==> config.mk <==
export PLATFORM = sky130hd
export DESIGN_NAME = broadcast_ring_fifo_flat
export DESIGN_NICKNAME = d
export VERILOG_FILES = /design/src/brf_pkg.sv /design/src/brf_if.sv /design/src/brf_ctrl.sv /design/src/brf_dp.sv /design/src/broadcast_ring_fifo.sv /design/src/flat_wrapper.sv
export VERILOG_INCLUDE_DIRS = /design/src /design/src/src
export SDC_FILE = /design/constraint.sdc
export NUM_CORES = 1
export LEC_CHECK = 0
export ABC_AREA = 1
export BUFFER_PORTS_ARGS = -buffer_cell sky130_fd_sc_hd__clkbuf_2
export CAP_MARGIN = 20
export CORE_MARGIN = 8
export CORE_UTILIZATION = 45
export DETAILED_ROUTE_END_ITERATION = 12
export PLACE_DENSITY = 0.59
export SYNTH_ARGS = -nofsm -noshare
export SYNTH_HDL_FRONTEND = slang
export SYNTH_HIERARCHICAL = 1
export SYNTH_SLANG_ARGS = --single-unit
==> constraint.sdc <==
create_clock -name clk -period 13.3 [get_ports clk]
set_input_delay 1.33 -clock clk [delete_from_list [all_inputs] [get_ports clk]]
set_output_delay 1.33 -clock clk [all_outputs]
set_load 0.01 [all_outputs]
==> src/broadcast_ring_fifo_assert.svh <==
// ----------------------------------------------------------------------------
// Broadcast ring FIFO assertion macros
// Shared property forms; each expects clk and rst_n in the calling scope.
// ----------------------------------------------------------------------------
`ifndef BROADCAST_RING_FIFO_ASSERT_SVH
`define BROADCAST_RING_FIFO_ASSERT_SVH

// Same-cycle implication, disabled while in reset
`define BRF_ASSERT(label, ante, cons, msg) \
    label: assert property (@(posedge clk) disable iff (!rst_n) (ante) |-> (cons)) \
        else $error(msg);

// Next-cycle implication, disabled while in reset
`define BRF_ASSERT_NXT(label, ante, cons, msg) \
    label: assert property (@(posedge clk) disable iff (!rst_n) (ante) |=> (cons)) \
        else $error(msg);

`endif

==> src/brf_pkg.sv <==
`timescale 1ns / 1ps
// ----------------------------------------------------------------------------
// Broadcast ring FIFO package
// Shared codes, controller states and the command/status bundles.
// ----------------------------------------------------------------------------
package brf_pkg;

    localparam int DATA_W       = 32;
    localparam int STATUS_W     = 2;
    localparam int APB_DATA_W   = 32;
    localparam int ADDR_W       = 3;
    localparam int ACTIVE_RESET = 5;

    // Request opcodes
    localparam logic OP_WRITE = 1'b0;
    localparam logic OP_READ  = 1'b1;

    // Response status codes
    localparam logic [STATUS_W-1:0] STAT_OK       = 2'd0;
    localparam logic [STATUS_W-1:0] STAT_FULL     = 2'd1;
    localparam logic [STATUS_W-1:0] STAT_EMPTY    = 2'd2;
    localparam logic [STATUS_W-1:0] STAT_INACTIVE = 2'd3;

    // Register index (word address bits of paddr)
    localparam logic REG_ACTIVE_READERS = 1'b0;

    typedef enum logic [2:0] {
        ST_IDLE,
        ST_SCAN,
        ST_WRITE,
        ST_RCHK,
        ST_RESULT
    } state_t;

    typedef struct packed {
        logic load;
        logic scan_step;
        logic write_go;
        logic read_go;
        logic out_load;
    } dp_cmd_t;

    typedef struct packed {
        logic req_read;
        logic scan_last;
        logic out_free;
    } dp_stat_t;

endpackage

==> src/brf_if.sv <==
`timescale 1ns / 1ps
// ----------------------------------------------------------------------------
// Broadcast ring FIFO channels
// Request and response channels with valid/ready handshake.
// ----------------------------------------------------------------------------
interface brf_req_if #(
    parameter int READER_W = 3
);
    logic                              valid;
    logic                              ready;
    logic                              opcode;
    logic [READER_W-1:0]               reader;
    logic signed [brf_pkg::DATA_W-1:0] write_data;

    modport source (output valid, output opcode, output reader, output write_data,
                    input ready);
    modport sink   (input valid, input opcode, input reader, input write_data,
                    output ready);
endinterface

interface brf_rsp_if #(
    parameter int LEVEL_W = 5
);
    logic                              valid;
    logic                              ready;
    logic [brf_pkg::STATUS_W-1:0]      status;
    logic signed [brf_pkg::DATA_W-1:0] read_data;
    logic [LEVEL_W-1:0]                level;

    modport source (output valid, output status, output read_data, output level,
                    input ready);
    modport sink   (input valid, input status, input read_data, input level,
                    output ready);
endinterface

==> src/brf_ctrl.sv <==
`timescale 1ns / 1ps
// ----------------------------------------------------------------------------
// Broadcast ring FIFO controller
// Sequences one request at a time: accept, scan then write or check, result.
// ----------------------------------------------------------------------------
module brf_ctrl (
    input  logic              clk,
    input  logic              rst_n,
    input  logic              req_valid,
    output logic              req_ready,
    input  brf_pkg::dp_stat_t stat,
    output brf_pkg::dp_cmd_t  cmd
);

    brf_pkg::state_t state_reg;
    brf_pkg::state_t state_next;

    // Hold the state
    always_ff @(posedge clk or negedge rst_n)
    begin
        if (!rst_n)
        begin
            state_reg <= brf_pkg::ST_IDLE;
        end
        else
        begin
            state_reg <= state_next;
        end
    end

    // Advance the sequence and issue datapath commands
    always_comb
    begin
        state_next = state_reg;
        cmd        = '0;
        req_ready  = 1'b0;
        unique case (state_reg)
            brf_pkg::ST_IDLE:
            begin
                req_ready = 1'b1;
                if (req_valid)
                begin
                    cmd.load   = 1'b1;
                    state_next = stat.req_read ? brf_pkg::ST_RCHK : brf_pkg::ST_SCAN;
                end
            end
            brf_pkg::ST_SCAN:
            begin
                cmd.scan_step = 1'b1;
                if (stat.scan_last)
                begin
                    state_next = brf_pkg::ST_WRITE;
                end
            end
            brf_pkg::ST_WRITE:
            begin
                cmd.write_go = 1'b1;
                state_next   = brf_pkg::ST_RESULT;
            end
            brf_pkg::ST_RCHK:
            begin
                cmd.read_go = 1'b1;
                state_next  = brf_pkg::ST_RESULT;
            end
            brf_pkg::ST_RESULT:
            begin
                if (stat.out_free)
                begin
                    cmd.out_load = 1'b1;
                    state_next   = brf_pkg::ST_IDLE;
                end
            end
            default:
            begin
                state_next = brf_pkg::ST_IDLE;
            end
        endcase
    end

endmodule

==> src/brf_dp.sv <==
`timescale 1ns / 1ps
// ----------------------------------------------------------------------------
// Broadcast ring FIFO datapath
// Word store, write pointer, per-reader pointers and counts, result register.
// ----------------------------------------------------------------------------
`include "broadcast_ring_fifo_assert.svh"

module brf_dp #(
    parameter int DEPTH       = 16,
    parameter int MAX_READERS = 8,
    parameter int READER_W    = 3,
    parameter int LEVEL_W     = 5,
    parameter int CFG_W       = 4
) (
    input  logic                              clk,
    input  logic                              rst_n,
    input  brf_pkg::dp_cmd_t                  cmd,
    output brf_pkg::dp_stat_t                 stat,
    input  logic [CFG_W-1:0]                  active_readers,
    input  logic                              req_opcode,
    input  logic [READER_W-1:0]               req_reader,
    input  logic signed [brf_pkg::DATA_W-1:0] req_write_data,
    output logic                              rsp_valid,
    input  logic                              rsp_ready,
    output logic [brf_pkg::STATUS_W-1:0]      rsp_status,
    output logic signed [brf_pkg::DATA_W-1:0] rsp_read_data,
    output logic [LEVEL_W-1:0]                rsp_level
);

    localparam int PTR_W = (DEPTH > 1) ? $clog2(DEPTH) : 1;

    logic [brf_pkg::DATA_W-1:0] storage [DEPTH];

    logic [PTR_W-1:0]             wptr_reg;
    logic [PTR_W-1:0]             rptr_reg [MAX_READERS];
    logic [LEVEL_W-1:0]           occ_reg  [MAX_READERS];

    logic                         op_reg;
    logic [READER_W-1:0]          reader_reg;
    logic [brf_pkg::DATA_W-1:0]   wdata_reg;
    logic [READER_W-1:0]          scan_idx_reg;
    logic [LEVEL_W-1:0]           max_reg;
    logic [brf_pkg::DATA_W-1:0]   mem_rdata_reg;
    logic [brf_pkg::STATUS_W-1:0] res_status_reg;
    logic [LEVEL_W-1:0]           res_level_reg;

    logic                         rsp_valid_reg;
    logic [brf_pkg::STATUS_W-1:0] rsp_status_reg;
    logic [brf_pkg::DATA_W-1:0]   rsp_data_reg;
    logic [LEVEL_W-1:0]           rsp_level_reg;

    logic [CFG_W-1:0]   n_cnt;
    logic               full;
    logic               inactive;
    logic [LEVEL_W-1:0] occ_sel;
    logic [LEVEL_W-1:0] occ_scan;
    logic [PTR_W-1:0]   rptr_sel;
    logic [PTR_W-1:0]   rptr_inc;
    logic [PTR_W-1:0]   wptr_inc;

    // Clamp the reader count to 1 .. MAX_READERS
    always_comb
    begin
        if (active_readers == '0)
        begin
            n_cnt = CFG_W'(1);
        end
        else if (active_readers > CFG_W'(MAX_READERS))
        begin
            n_cnt = CFG_W'(MAX_READERS);
        end
        else
        begin
            n_cnt = active_readers;
        end
    end

    // Decode the selected reader and the scan position
    assign occ_scan = occ_reg[scan_idx_reg];
    assign occ_sel  = occ_reg[reader_reg];
    assign rptr_sel = rptr_reg[reader_reg];
    assign inactive = CFG_W'(reader_reg) >= n_cnt;
    assign full     = max_reg >= LEVEL_W'(DEPTH);
    assign rptr_inc = (rptr_sel == PTR_W'(DEPTH - 1)) ? '0 : rptr_sel + 1'b1;
    assign wptr_inc = (wptr_reg == PTR_W'(DEPTH - 1)) ? '0 : wptr_reg + 1'b1;

    assign stat.req_read  = req_opcode == brf_pkg::OP_READ;
    assign stat.scan_last = CFG_W'(scan_idx_reg) == n_cnt - 1'b1;
    assign stat.out_free  = !rsp_valid_reg || rsp_ready;

    // Latch the request and run the highest-count scan
    always_ff @(posedge clk)
    begin
        if (cmd.load)
        begin
            op_reg       <= req_opcode;
            reader_reg   <= req_reader;
            wdata_reg    <= req_write_data;
            scan_idx_reg <= '0;
            max_reg      <= '0;
        end
        else if (cmd.scan_step)
        begin
            scan_idx_reg <= scan_idx_reg + 1'b1;
            if (occ_scan > max_reg)
            begin
                max_reg <= occ_scan;
            end
        end
    end

    // Word store: write on accepted writes, registered read on accepted reads
    always_ff @(posedge clk)
    begin
        if (cmd.write_go && !full)
        begin
            storage[wptr_reg] <= wdata_reg;
        end
        if (cmd.read_go && !inactive && occ_sel != '0)
        begin
            mem_rdata_reg <= storage[rptr_sel];
        end
    end

    // Update pointers and counts
    always_ff @(posedge clk or negedge rst_n)
    begin
        if (!rst_n)
        begin
            wptr_reg <= '0;
            for (int i = 0; i < MAX_READERS; i++)
            begin
                rptr_reg[i] <= '0;
                occ_reg[i]  <= '0;
            end
        end
        else if (cmd.write_go && !full)
        begin
            wptr_reg <= wptr_inc;
            for (int i = 0; i < MAX_READERS; i++)
            begin
                if (CFG_W'(i) < n_cnt)
                begin
                    occ_reg[i] <= occ_reg[i] + 1'b1;
                end
            end
        end
        else if (cmd.read_go && !inactive && occ_sel != '0)
        begin
            rptr_reg[reader_reg] <= rptr_inc;
            occ_reg[reader_reg]  <= occ_sel - 1'b1;
        end
    end

    // Form the status and level of the request
    always_ff @(posedge clk)
    begin
        if (cmd.write_go)
        begin
            res_status_reg <= full ? brf_pkg::STAT_FULL : brf_pkg::STAT_OK;
            res_level_reg  <= full ? max_reg : max_reg + 1'b1;
        end
        else if (cmd.read_go)
        begin
            if (inactive)
            begin
                res_status_reg <= brf_pkg::STAT_INACTIVE;
                res_level_reg  <= '0;
            end
            else if (occ_sel == '0)
            begin
                res_status_reg <= brf_pkg::STAT_EMPTY;
                res_level_reg  <= '0;
            end
            else
            begin
                res_status_reg <= brf_pkg::STAT_OK;
                res_level_reg  <= occ_sel - 1'b1;
            end
        end
    end

    // Output register: hold until the response is taken
    always_ff @(posedge clk or negedge rst_n)
    begin
        if (!rst_n)
        begin
            rsp_valid_reg <= 1'b0;
        end
        else if (cmd.out_load)
        begin
            rsp_valid_reg <= 1'b1;
        end
        else if (rsp_ready)
        begin
            rsp_valid_reg <= 1'b0;
        end
    end

    always_ff @(posedge clk)
    begin
        if (cmd.out_load)
        begin
            rsp_status_reg <= res_status_reg;
            rsp_level_reg  <= res_level_reg;
            if (op_reg == brf_pkg::OP_READ && res_status_reg == brf_pkg::STAT_OK)
            begin
                rsp_data_reg <= mem_rdata_reg;
            end
            else
            begin
                rsp_data_reg <= '0;
            end
        end
    end

    assign rsp_valid     = rsp_valid_reg;
    assign rsp_status    = rsp_status_reg;
    assign rsp_read_data = rsp_data_reg;
    assign rsp_level     = rsp_level_reg;

    // Checks
    `BRF_ASSERT(a_level_range, rsp_valid_reg, rsp_level_reg <= LEVEL_W'(DEPTH), "level above depth")
    `BRF_ASSERT(a_reject_zero, rsp_valid_reg && rsp_status_reg != brf_pkg::STAT_OK, rsp_data_reg == '0, "rejected request carries data")
    `BRF_ASSERT_NXT(a_full_hold, cmd.write_go && full, $stable(wptr_reg), "full write moved write pointer")

endmodule

==> src/broadcast_ring_fifo.sv <==
`timescale 1ns / 1ps
// ----------------------------------------------------------------------------
// Broadcast ring FIFO
// One writer, several readers; each active reader sees every stored word.
// ----------------------------------------------------------------------------
//  Channel  Dir  Carries
//  req      in   opcode, reader, write_data
//  rsp      out  status, read_data, level
//  APB      in   active_readers at word 0
//
//  A read passes from acceptance through the check state and the result state;
//  a write runs a serial scan for the highest reader count over the clamped
//  active readers (one reader per cycle), then the write and result states.
//  Reset clears pointers and counts and sets active_readers to 5; the word
//  store is not cleared.
//  A stalled response holds in the output register; one further request is
//  taken meanwhile and waits for the register to free before it completes.
// ----------------------------------------------------------------------------
module broadcast_ring_fifo #(
    parameter int DEPTH       = 16,
    parameter int MAX_READERS = 8
) (
    input  logic                               clk,
    input  logic                               rst_n,
    brf_req_if.sink                            req,
    brf_rsp_if.source                          rsp,
    input  logic                               psel,
    input  logic                               penable,
    input  logic                               pwrite,
    input  logic [brf_pkg::ADDR_W-1:0]         paddr,
    input  logic [brf_pkg::APB_DATA_W-1:0]     pwdata,
    output logic [brf_pkg::APB_DATA_W-1:0]     prdata,
    output logic                               pready
);

    localparam int READER_W = (MAX_READERS > 1) ? $clog2(MAX_READERS) : 1;
    localparam int LEVEL_W  = $clog2(DEPTH + 1);
    localparam int CFG_W    = ($clog2(MAX_READERS + 1) < 4) ? 4 : $clog2(MAX_READERS + 1);

    logic [CFG_W-1:0]  active_readers_reg;
    logic              reg_idx;
    brf_pkg::dp_cmd_t  cmd;
    brf_pkg::dp_stat_t stat;

    // Register decode
    assign reg_idx = paddr[brf_pkg::ADDR_W-1];
    assign pready  = 1'b1;
    assign prdata  = (reg_idx == brf_pkg::REG_ACTIVE_READERS)
                   ? brf_pkg::APB_DATA_W'(active_readers_reg) : '0;

    always_ff @(posedge clk or negedge rst_n)
    begin
        if (!rst_n)
        begin
            active_readers_reg <= CFG_W'(brf_pkg::ACTIVE_RESET);
        end
        else if (psel && penable && pwrite && reg_idx == brf_pkg::REG_ACTIVE_READERS)
        begin
            active_readers_reg <= pwdata[CFG_W-1:0];
        end
    end

    brf_ctrl u_ctrl (
        .clk       (clk),
        .rst_n     (rst_n),
        .req_valid (req.valid),
        .req_ready (req.ready),
        .stat      (stat),
        .cmd       (cmd)
    );

    brf_dp #(
        .DEPTH       (DEPTH),
        .MAX_READERS (MAX_READERS),
        .READER_W    (READER_W),
        .LEVEL_W     (LEVEL_W),
        .CFG_W       (CFG_W)
    ) u_dp (
        .clk            (clk),
        .rst_n          (rst_n),
        .cmd            (cmd),
        .stat           (stat),
        .active_readers (active_readers_reg),
        .req_opcode     (req.opcode),
        .req_reader     (req.reader),
        .req_write_data (req.write_data),
        .rsp_valid      (rsp.valid),
        .rsp_ready      (rsp.ready),
        .rsp_status     (rsp.status),
        .rsp_read_data  (rsp.read_data),
        .rsp_level      (rsp.level)
    );

endmodule
==> src/flat_wrapper.sv <==
// flat-port wrapper written by rule: the top's interface ports become plain ports
module broadcast_ring_fifo_flat 
#(
    parameter int DEPTH       = 16,
    parameter int MAX_READERS = 8
)
  (clk, rst_n, psel, penable, pwrite, paddr, pwdata, prdata, pready, req_valid, req_opcode, req_reader, req_write_data, req_ready, rsp_valid, rsp_status, rsp_read_data, rsp_level, rsp_ready);
  brf_req_if req_i ();
  brf_rsp_if rsp_i ();
  input  logic clk;
  input  logic rst_n;
  input  logic psel;
  input  logic penable;
  input  logic pwrite;
  input  logic [brf_pkg::ADDR_W-1:0] paddr;
  input  logic [brf_pkg::APB_DATA_W-1:0] pwdata;
  output logic [brf_pkg::APB_DATA_W-1:0] prdata;
  output logic pready;
  input wire logic [$bits(req_i.valid)-1:0] req_valid;
  input wire logic [$bits(req_i.opcode)-1:0] req_opcode;
  input wire logic [$bits(req_i.reader)-1:0] req_reader;
  input wire logic [$bits(req_i.write_data)-1:0] req_write_data;
  output wire logic [$bits(req_i.ready)-1:0] req_ready;
  output wire logic [$bits(rsp_i.valid)-1:0] rsp_valid;
  output wire logic [$bits(rsp_i.status)-1:0] rsp_status;
  output wire logic [$bits(rsp_i.read_data)-1:0] rsp_read_data;
  output wire logic [$bits(rsp_i.level)-1:0] rsp_level;
  input wire logic [$bits(rsp_i.ready)-1:0] rsp_ready;
  assign req_i.valid = req_valid;
  assign req_i.opcode = req_opcode;
  assign req_i.reader = req_reader;
  assign req_i.write_data = req_write_data;
  assign req_ready = req_i.ready;
  assign rsp_valid = rsp_i.valid;
  assign rsp_status = rsp_i.status;
  assign rsp_read_data = rsp_i.read_data;
  assign rsp_level = rsp_i.level;
  assign rsp_i.ready = rsp_ready;
  broadcast_ring_fifo #(.DEPTH(DEPTH), .MAX_READERS(MAX_READERS)) u_core (.clk(clk), .rst_n(rst_n), .req(req_i), .rsp(rsp_i), .psel(psel), .penable(penable), .pwrite(pwrite), .paddr(paddr), .pwdata(pwdata), .prdata(prdata), .pready(pready));
endmodule
==> out/results.txt <==
Critical-path top delay cell: nand2_8
fin nets: 3,340
worst slew pin tran: 1.067 ns
Cells after Synth: 3,191
critical path endpoint category: flop
number of flops mapped to enable cells by yosys: 626
CTS root buf: clkbuf_16
Hold Violations, Final: 0
maximum clock frequency: 0.2224 GHz
Sw Pwr: 2.254 mW
CTS Hold Bufs: 0
site row count: 99
flops & latches, synth: 718
Critical Path Fanout Max: 155
min-delay worst type: flop to flop
Synth Cell Area: 33,090 um^2
post-CTS sizing: 0
CP peak stage delay: 0.72 ns
most common cell in the netlist: nand2_1
Worst Skew: 0.03539 ns
pre-CTS setup slack: 8.550 ns
# setup viols final: 0
via count: 22,530
Peak VDD IR: 0.0002100 V
synth cell count leaders: 678 x nand2_1, 626 x edfxtp_1, 538 x nand3_1, 439 x inv_1, 225 x nand3b_1
unrepaired setup endpoints after global routing: no
CP top delay family: simple AND/OR/NAND/NOR gates
initial antenna violation count: 0
Comb power frac: 24.5%
core area: 72,830 um^2
DR iter-0 viols: 2,077
Avg Inst Size Synth: 10.37 um^2
GPL Wtd Cong: 0.8937
latest clock arrival within the worst-skew pair: 0.62 ns
wirelength, routed: 84.82 mm
# diodes: 0
share of the synthesized area in the top cell type: 56.80%
setup slack after layout: 8.805 ns
Die H: 287.2 um
drt drc: 0
sequential-to-total area share from yosys stat: 63.65%
first-pass GRT wire length: 130.4 mm
Reg power frac: 44.1%
largest net degree at the start of global routing: 156
layout cell share with drive strength beyond 1: 9.155%
Clock power frac: 31.4%
Yosys Warn Count: 6
dpl hpwl: 45.86 mm
Synth Flop Type: edfxtp_1
Sink Count: 718
CP cell instances: buf_4 -> clkinv_1 -> nand2_1 -> nand2_1 -> nand2_8 -> nand2_8 -> buf_4 -> buf_16 -> nand2_1 -> nand3_1 -> nand3_1 -> nand3_1 -> nand2_1
vias in the first global route: 22,380
data required time of the worst path: 13.72 ns
final critical-path required period: 4.495 ns
Layout area overhead: 10.84%
Synth cell types: 41
post-synth top area cell: edfxtp_1
max cap viols: 0
P_int: 4.532 mW
Worst slew margin: 28.88%
Die Area: 82,470 um^2
WS Path Type: flop to flop
Final ANT Viol Nets: 0
crit path launch type: flop
CTS Buf Count: 78
post-synthesis async set-or-reset flop share: 11.70%
Initial Utilization: 45.44%
First-pass DRT Iterations: 7
Total GRT Usage: 20.28%
Pleak: 14.75 nW
die span in x: 287.2 um
Routed WL per cell: 19.97 um
critical path buffer and inverter count: 4
critical path arrival: 4.92 ns
Largest register FFs: 512
CP most frequent cell: nand2_1
maximum root-to-sink buffer count: 3
PortBufs: 92
Fin Setup TNS: 0 ns
fin. max-slew vios: 0
Via density: 5.306
TritonCTS clock tree: done
period utilisation layout: 33.80%
# IOs: 152
Switching Share: 33.21%
total grt overflow: 0
CTS clk-pin slew, worst paths: 0.06 ns
outcome: complete, no violations
Setup Fix Bufs, Post-CTS: 0
ranking of synthesized cells by area: edfxtp_1 57%, nand3_1 8.1%, nand2_1 7.7%
H-tree depth: 3
PD cells: 185.0 nW/um^2
## power by group through the flow
stage	registers [mW]	clock network, mW	logic (mW)
floorplan	2.96	0	1.21
global placement	3.02	0	1.61
detailed placement	3.03	0	1.66
CTS	2.99	2.18	1.66
global route	3.02	2.26	1.87
finish	2.99	2.13	1.67
## cell families (layout without fill, tap and decap cells)
logic type      Yosys count  count (layout)  share of synthesized area, %
simple gates           1569            1569                         22.77
flops                   718             718                         63.65
buf+inv                 647             717                         8.719
compound gates          220             220                         3.584
fa+ha+maj                29              29                         1.096
xor+xnor                  6               6                        0.1588
other cells               2              29                       0.02269
## layout by cell type, fill, tap and decap left out, types with 12 or more instances in the layout
cell type,instances
nand2_1,677
ha_1,29
nand3_1,538
nor2_4,19
edfxtp_1,626
dfrtp_1,82
inv_1,438
buf_4,38
a21oi_1,60
clkbuf_1,20
clkbuf_2,91
nor2_1,74
clkinv_2,12
o21ai_0,128
conb_1,29
clkbuf_16,79
nand3b_1,225
## final timing paths
path / start / endpoint / slack (ns) / cells past startpoint
worst max-delay path: u_core/u_dp/reader_reg[1] / u_core/u_dp/mem_rdata_reg[28] / 8.80 / 13
worst min-delay path: u_core/u_dp/res_level_reg[4] / u_core/u_dp/rsp_level[4] / 0.44 / 0
worst max register to register: u_core/u_dp/reader_reg[1] / u_core/u_dp/mem_rdata_reg[28] / 8.80 / 13
worst min register to register: u_core/u_dp/res_level_reg[4] / u_core/u_dp/rsp_level[4] / 0.44 / 0
max in group asynchronous: rst_n / u_core/u_dp/occ_reg[29] / 11.53 / 2
min in group asynchronous: rst_n / u_core/active_readers_reg[3] / 0.55 / 1
## per-layer routing
| layer | routed length (um) | GRT usage (%) |
|---|---|---|
| met1 | 36230 | 26.37 |
| met4 | 2167 | 6.502 |
| met3 | 4860 | 2.829 |
| met5 | 0 | 0 |
| met2 | 41570 | 34.89 |
## stage by stage
step | instances | hold WS [ns] | power [mW] | cell area (um^2) | util [%]
after detailed placement | 4110 | 0.4133 | 4.687 | 34130 | 46.86
after global routing | 4247 | 0.4431 | 7.150 | 36680 | 50.36
final | 4247 | 0.4363 | 6.785 | 36680 | 50.36
after floorplan | 3218 | 0.4003 | 4.169 | 33190 | -
after global placement | 4110 | 0.4230 | 4.634 | 34130 | 46.86
after CTS | 4245 | 0.4357 | 6.838 | 36630 | 50.29
## final cells by class
class | count | area [um^2]
Fill cell | 6539 | 36160
Clock inverter | 32 | 391.6
Timing Repair Buffer | 131 | 788.3
Inverter | 451 | 1698
Multi-Input combinational cell | 1853 | 9432
Clock buffer | 103 | 2107
Tap cell | 959 | 1200
Sequential cell | 718 | 21060
No activity file was read; power rests on OpenSTA's default activity.
